File: src/hdl/zpcc_pkg.sv
// Package: constants, types and controller states for the z-score peak cycle counter.
package zpcc_pkg;
  localparam int LAG = 32;
  localparam int PTR_W = (LAG > 1) ? $clog2(LAG) : 1;
  localparam int CNT_W = $clog2(LAG + 1);
  localparam int SUM_W = 16 + $clog2(LAG) + 1;
  localparam int SQ_W = 32 + $clog2(LAG) + 1;
  localparam logic [23:0] CYCLE_MAX = 24'hFFFFFF;
  localparam logic [16:0] INFL_ONE = 17'h10000;
  localparam logic [0:0] REG_THRESHOLD = 1'b0;
  localparam logic [0:0] REG_INFLUENCE = 1'b1;

  typedef enum logic [2:0] {
    ST_IDLE, ST_READ, ST_MUL1, ST_MUL2, ST_MUL3, ST_CMP, ST_UPDATE, ST_OUT
  } state_t;

  typedef struct packed {
    logic load;
    logic rd;
    logic mul1;
    logic mul2;
    logic mul3;
    logic cmp;
    logic update;
  } cmd_t;

  typedef struct packed {
    logic warm;
  } stat_t;
endpackage

File: src/hdl/zpcc_ctrl.sv
// Controller state machine sequencing one item through the datapath.
module zpcc_ctrl import zpcc_pkg::*; (
  input  logic  clk,
  input  logic  rst_n,
  input  logic  in_valid,
  output logic  in_ready,
  output logic  out_valid,
  input  logic  out_ready,
  input  stat_t stat,
  output cmd_t  cmd
);
  state_t state_r, state_nxt;
  always_ff @(posedge clk) begin
    if (!rst_n) state_r <= ST_IDLE;
    else state_r <= state_nxt;
  end
  always_comb begin
    state_nxt = state_r;
    cmd = '0;
    in_ready = 1'b0;
    out_valid = 1'b0;
    case (state_r)
      ST_IDLE: begin
        in_ready = 1'b1;
        if (in_valid) begin
          cmd.load = 1'b1;
          state_nxt = ST_READ;
        end
      end
      ST_READ: begin
        cmd.rd = 1'b1;
        state_nxt = stat.warm ? ST_UPDATE : ST_MUL1;
      end
      ST_MUL1: begin cmd.mul1 = 1'b1; state_nxt = ST_MUL2; end
      ST_MUL2: begin cmd.mul2 = 1'b1; state_nxt = ST_MUL3; end
      ST_MUL3: begin cmd.mul3 = 1'b1; state_nxt = ST_CMP; end
      ST_CMP: begin cmd.cmp = 1'b1; state_nxt = ST_UPDATE; end
      ST_UPDATE: begin cmd.update = 1'b1; state_nxt = ST_OUT; end
      ST_OUT: begin
        out_valid = 1'b1;
        in_ready = out_ready;
        if (out_ready) begin
          if (in_valid) begin
            cmd.load = 1'b1;
            state_nxt = ST_READ;
          end else begin
            state_nxt = ST_IDLE;
          end
        end
      end
      default: state_nxt = ST_IDLE;
    endcase
  end
endmodule

File: config.mk
export PLATFORM = sky130hd
export DESIGN_NAME = zpcc_ctrl
export DESIGN_NICKNAME = d
export VERILOG_FILES = /design/src/hdl/zpcc_pkg.sv /design/src/hdl/zpcc_ctrl.sv
export SDC_FILE = /design/constraint.sdc
export NUM_CORES = 1
export LEC_CHECK = 0
export BUFFER_PORTS_ARGS = -buffer_cell sky130_fd_sc_hd__buf_2
export CORE_AREA = 2 2 39 41
export CTS_CLUSTER_DIAMETER = 50
export DETAILED_ROUTE_END_ITERATION = 8
export DIE_AREA = 0 0 41 43
export SLEW_MARGIN = 10
export SYNTH_ARGS = -nofsm -noshare
export SYNTH_HDL_FRONTEND = slang
export SYNTH_SLANG_ARGS = --single-unit
File: constraint.sdc
create_clock -name clk -period 1.6 [get_ports clk]
set_clock_uncertainty 0.15 [all_clocks]
set_input_delay 0.24 -clock clk [delete_from_list [all_inputs] [get_ports clk]]
set_output_delay 0.24 -clock clk [all_outputs]
set_load 0.01 [all_outputs]
After elaboration in Yosys (flattened, before gate mapping)

Cells that the tools add are included.

Eq/ne operators: 9
Muxes and demuxes: 16
Reductions and logical operators: 2

Operators by type and width:

| operator                                                         | number |
|---|---|
| 3-bit one-hot mux with 8 select lines                            | 1 |
| 3-bit == test (second input constant)                            | 4 |
| 1-bit 2-to-1 mux                                                 | 10 |
| 3-bit 2-to-1 mux                                                 | 3 |
| 3-bit by 2-bit == test with 1-bit output (second input constant) | 2 |
| 2-bit inequality test (second input constant)                    | 2 |
| 1-bit one-hot mux with 2 select lines                            | 2 |
| 3-bit by 1-bit == test with 1-bit output (second input constant) | 1 |
| 3-bit logical NOT                                                | 1 |
| 2-bit AND reduction                                              | 1 |

Flip-flop bits (word level): 3
Bits of input ports: 5
Output and inout bits: 9

Longest topological paths before layout

Gate-level depths: netlist (run 1).

Word-level depth: 3
Depth in mapped cells: 4

Worst setup path after synthesis (run 1)

OpenSTA, ideal clock, no wires.

Path type: register -> output
From: register state_r[0]
To: output cmd[6] in the netlist's numbering
Arrival: 0.903 ns
Setup slack: 0.307 ns
Cell stages (with the launch flop): 4
Path buffers: 1
Path through: dfxtp_1 > buf_6 > o31ai_4 > and2_1

RTL lines:

| what                   | line            | source |
|---|---|---|
| start, declared        | zpcc_ctrl.sv:12 | `state_t state_r, state_nxt;` |
| start signal, assigned | zpcc_ctrl.sv:15 | `else state_r <= state_nxt;` |
| end, declared          | zpcc_ctrl.sv:10 | `output cmd_t cmd` |

==> results of run 1 <==
[critical path, stage by stage, from the launching register on]
cell and delay, ps:
dfxtp_2 340, buf_6 130, o31ai_4 160, and2_1 140, buf_2 120
[kinds of logic after synthesis]
group / share of synthesized area
DFF: 0.2595
buffers and inverters: 0.1621
and+or+nand+nor: 0.3189
AOI/OAI and AO/OA: 0.2594
[timing repair]
item,in CTS,in global routing
pin swaps,0,1
gates cloned,0,0
resized for setup,2,4
setup endpoints to repair,4,1
[synth_stat cells (all sizes together)]
cell and number:
a21oi 3, and2 1, buf 3, dfxtp 3, inv 2, nand2 2
nand2b 1, nand4 1, nor2 5, nor3 1, nor3b 2, o21ai 3
o311ai 1, o31ai 1
[power by group]
group / internal (uW) / switching (uW) / leakage [uW]
clock network: 93.5 / 39.8 / 0.0000150
logic: 50.8 / 46.0 / 0.000122
registers: 88.3 / 26.9 / 0.0000264
[worst max path at each step]
stage / slack [ps] / depth (start not counted) / startpoint / end
4_1_cts: 10 / 4 / state_r[0] / cmd[6]
6_report: 80 / 4 / state_r[2] / cmd[6]
2_1_floorplan: 310 / 3 / state_r[0] / cmd[6]
3_3_place_gp: 100 / 4 / state_r[0] / cmd[6]
5_1_grt: 7 / 4 / state_r[2] / cmd[6]
3_5_place_dp: 120 / 4 / state_r[0] / cmd[6]
[metal layers]
layer | up-vias | global-route usage | part of all wire
met4 | 0 | 0.1000 | 0
met5 | - | 0 | 0
met1 | 110 | 0.1122 | 0.52
li1 | 128 | - | -
met3 | 0 | 0.01571 | 0.049
met2 | 7 | 0.07188 | 0.43
[per-stage QoR]
step / hold WS, ps / setup WS (ps) / area [sq um] / power [uW]
after floorplan: 206.1 / 306.6 / 231.5 / 185.1
after global placement: 348.5 / 103.6 / 294.0 / 208.0
after detailed placement: 348.8 / 116.0 / 294.0 / 207.4
after CTS: 97.39 / 12.45 / 322.8 / 349.5
after global routing: 88.51 / 7.221 / 332.8 / 375.4
final: 99.84 / 83.22 / 332.8 / 345.3
[area by class of cell]
class,instances,area (sq um),area share
sequential,3,68.82,0.2068
inverter,2,7.507,0.02256
tap,16,20.02,0.06015
clock buffer,4,26.28,0.07895
timing repair buffer,14,76.32,0.2293
multi-input combinational,21,133.9,0.4023
==> metrics.yaml, run 1 <==
status:
  status: "complete, no violations"
place:
  place_hpwl_um: 420.1
  io_buffers: 13
  dp.cells: 56
  gp_congestion: 0.7773
timing:
  worst_pin_slew_ps: 226.9
  tns_ps: 0
  rsz0062_at_grt: "false"
  finalCritPeriodShare: 0.9480
  slew_headroom: 0.8463
  finalSetupViolCount: 0
  fmax_mhz: 659.3
  slew_viol_final: 0
  min_period_ps: 1517
  report.final.hold_viol_count: 0
critical_path:
  worstPathArrival_ps: 1130
  ff2ff_path_depth: 3
  worstPathMaxFanout: 6
  r2r-start: "state_r[2]"
  startpoint_type: "flop"
  r2r_end: "state_r[0]"
  critPathKind: "reg -> out"
  crit_required_ps: 1210
  worstSetupEndpointType: "output pin"
  rrSetupSlack_ps: 540
global_route:
  grt.overflow.total: 0
  grt_max_degree: 11
  antenna_found_initial: 0
  grt_pass1_vias: 198
  grt_usage: 0.07623
  grt_pass1_wl_um: 841
synth:
  syn_nets: 34
  ys_types: 16
  yosys.area.top_type_share: 0.2595
  seq_area_frac_synth: 0.2595
  synth_cells: 29
  synth_top_area_cell: "dfxtp_1"
  synth_warnings: 0
  synth.area.top_cells: "dfxtp_1 26%, buf_6 9.7%, o31ai_4 9.2%, nor2_1 8.1%, a21oi_1 6.5%"
  syn-mean-instance-area_sq_um: 7.982
  syn_area_sq_um: 231.5
  ys_ff_latch: 3
floorplan:
  core_sq_um: 1384
  rows: 14
  initial_utilization: 0.1673
  die_area_sq_um: 1763
  die_h_um: 43
  dieWidth_um: 41
  ioPinCount: 14
clock_network:
  clkTransAtPathRegs_ps: 40
  holdBufCountCts: 0
  cts_tree: "built"
  cts_root_buffer: "clkbuf_4"
  clk_path_buf_depth: 2
  post-cts-setup-buffers: 0
  numCtsBuffers: 3
  clock_latency_ps: 230
  clock-sinks: 3
  htreeDepth: 1
cells_and_area:
  fin_nets: 50
  final_common_cell: "buf_2"
  reg_top3: "state_r: 3 flops"
  post-route-util: 0.2405
  area_growth_pct: 43.78
  regMostFlops: "state_r"
  final_cell_mix: "13 x buf_2, 5 x nor2_1, 3 x o21ai_0, 3 x a21oi_1, 3 x clkbuf_4"
  stdcell_count: 60
  largest_register_ffs: 3
  diodes: 0
  drive_gt1_frac: 0.5455
  n_fill_cell: 155
min_path:
  min_path_type: "in -> reg"
  holdPathStages: 3
  hold_start: "rst_n"
  hold-path-endpoint: "state_r[2]"
routing:
  vias: 245
  drc_errors: 0
  drtAntennaViolNets: 0
  viasPerCell: 4.083
  avgRoutedWirePerCell_um: 9.267
  firstDrtPassIters: 2
  drt_iter0_markers: 5
  drt_wl_total_um: 556
power_and_ir_drop:
  powerDensity_nw_per_um2: 1037
  ir_worst_vdd_mv: 0.2310
  total_leakage_power_uw: 0.0001631
job:
  maxCapViolCount: 0
Note: power is estimated with default switching activity, not from simulation.
==> run 2: changes to the inputs <==
Clock period 1.6 ns to 1.96 ns, I/O delays scaled along.
==> metrics.yaml, run 2 (synthesized netlist as in run 1, its figures left out) <==
status:
  status: "complete, no violations"
critical_path:
  worstPathArrival_ps: 1370  # +240 ps
  critPathKind: "reg -> out"
  crit_chain: "nand4_2 > o31ai_4 > and2_1 > buf_2"
  worstPathMaxFanout: 10  # +4
  worstSetupEndpointType: "output pin"
  r2r_end: "state_r[1]"
  ff2ff_path_depth: 3  # unchanged
  r2r-start: "state_r[0]"
  slowest_delay_ps: 560  # +220 ps
  startpoint_type: "flop"
  crit_required_ps: 1520  # +310 ps
  rrSetupSlack_ps: 760  # +220 ps
  crit_path_top_delay_cell: "dfxtp_1"
timing:
  finalCritPeriodShare: 0.9242
  tns_ps: 0  # unchanged
  fmax_mhz: 552.1
  rsz0062_at_grt: "false"
  slew_viol_final: 0  # unchanged
  worst_pin_slew_ps: 413.2  # +186.3 ps
  finalSetupViolCount: 0  # unchanged
  min_period_ps: 1811
  setup_ws_ps: 148.7  # +65.45 ps
  report.final.hold_viol_count: 0  # unchanged
  slew_headroom: 0.7242  # -0.1222
place:
  pre_cts_ws_ps: 403.6  # +287.5 ps
  gp_congestion: 0.7543  # -3.0%
  io_buffers: 13  # unchanged
  place_hpwl_um: 439.4  # +4.6%
routing:
  viasPerCell: 4.288  # +5.0%
  drt_iter0_markers: 4  # -1
  vias: 253  # +3.3%
  firstDrtPassIters: 4  # +2
  drtAntennaViolNets: 0  # unchanged
  drc_errors: 0  # unchanged
  avgRoutedWirePerCell_um: 10.14  # +9.4%
  drt_wl_total_um: 598  # +7.6%
power_and_ir_drop:
  p_switching_uw: 94.67  # -16%
  power_frac_seq: 0.340  # +0.006
  p_clk_frac: 0.401  # +0.015
  total_leakage_power_uw: 0.0001552  # -4.8%
  p_sw_frac: 0.3406  # +0.01412
  p_comb_frac: 0.259  # -0.021
  powerDensity_nw_per_um2: 888.5  # -14%
  ir_worst_vdd_mv: 0.3884  # +68%
  p_int_uw: 183.3  # -21%
cells_and_area:
  n_fill_cell: 158  # +1.9%
  fin_nets: 49  # -2.0%
  regMostFlops: "state_r"
  final_common_cell: "buf_2"
  drive_gt1_frac: 0.4651  # -0.08034
  diodes: 0  # unchanged
  reg_top3: "state_r: 3 flops"
  largest_register_ffs: 3  # unchanged
  final_cell_mix: "13 x buf_2, 5 x nor2_1"
  area_growth_pct: 35.14
clock_network:
  post_cts_resized: 0  # -2
  cts_root_buffer: "clkbuf_4"
  numCtsBuffers: 3  # unchanged
  post-cts-setup-buffers: 0  # unchanged
  clock-sinks: 3  # unchanged
  cts_tree: "built"
  clock_latency_ps: 240  # about the same
  holdBufCountCts: 0  # unchanged
  htreeDepth: 1  # unchanged
  clk_path_buf_depth: 2  # unchanged
  clkTransAtPathRegs_ps: 40  # about the same
floorplan:
  ioPinCount: 14  # unchanged
  initial_utilization: 0.1673  # unchanged
  rows: 14  # unchanged
  die_area_sq_um: 1763  # unchanged
  dieWidth_um: 41  # unchanged
  core_sq_um: 1384  # unchanged
  die_h_um: 43  # unchanged
min_path:
  hold-path-endpoint: "state_r[2]"
  hold_start: "rst_n"
  holdPathStages: 3  # unchanged
  min_path_type: "in -> reg"
global_route:
  antenna_found_initial: 0  # unchanged
  grt_max_degree: 11  # unchanged
  grt_usage: 0.07437  # -0.001857
  grt_pass1_vias: 199  # +0.51%
  grt.overflow.total: 0  # unchanged
  grt_pass1_wl_um: 821  # -2.4%
job:
  maxCapViolCount: 0  # unchanged
## run 2: changes by cell type in the layout (fill, tap and decap cells not counted)
cell     change
buf_6        -1
dfxtp_1      +3
dfxtp_2      -1
dfxtp_4      -2
## run 2: worst max-delay path by stage
stage,startpoint,endpoint,slack (ps),depth (start not counted)
floorplan,state_r[0],cmd[6],610,3
global placement,state_r[2],cmd[6],450,4
detailed placement,state_r[0],cmd[6],400,4
CTS,state_r[0],cmd[6],150,4
global route,state_r[0],cmd[6],50,4
finish,state_r[0],cmd[6],150,4
## run 2: critical path: cells and delay by family, from the launching register on
family | cells | cell delay (ps)
flip-flops | 1 | 560
buffers and inverters | 1 | 120
AO/OA/AOI/OAI | 1 | 110
AND/OR/NAND/NOR | 2 | 340
## run 2: cell type report
type                    count  area (sq um)  share of cell area
clock buffers               4         26.28             0.08400
inverters                   2         7.507             0.02400
multi-input cells          21         133.9              0.4280
flip-flops and latches      3         60.06              0.1920
well taps                  16         20.02             0.06400
repair buffers             13         65.06              0.2080
## run 2: power groups by stage
stage               clock network [uW]  logic (uW)  registers, uW
floorplan                            0        78.3           72.8
global placement                     0        72.0           93.6
detailed placement                   0        72.4           95.3
CTS                                117        72.6           94.2
global route                       121        78.9           96.5
finish                             112        72.0           94.4
## run 2: stage by stage
| stage | power, uW | area [sq um] | utilization | hold WS [ps] | cells |
|---|---|---|---|---|---|
| after floorplan | 151.1 | 231.5 | - | 260.1 | 29 |
| after global placement | 165.5 | 286.5 | 0.2071 | 408.4 | 55 |
| after detailed placement | 167.7 | 286.5 | 0.2071 | 414.3 | 55 |
| after CTS | 283.5 | 312.8 | 0.2260 | 163.6 | 59 |
| after global routing | 296.2 | 312.8 | 0.2260 | 166.0 | 59 |
| final | 277.9 | 312.8 | 0.2260 | 172.2 | 59 |
## run 2: per-layer routing
metal	part of all wire	wire [um]	up-vias	global-route usage
li1	-	-	126	-
met1	0.42	252	112	0.08710
met2	0.45	272	15	0.09063
met3	0.12	74	0	0.06283
met4	0	0	0	0.04000
met5	0	0	-	0
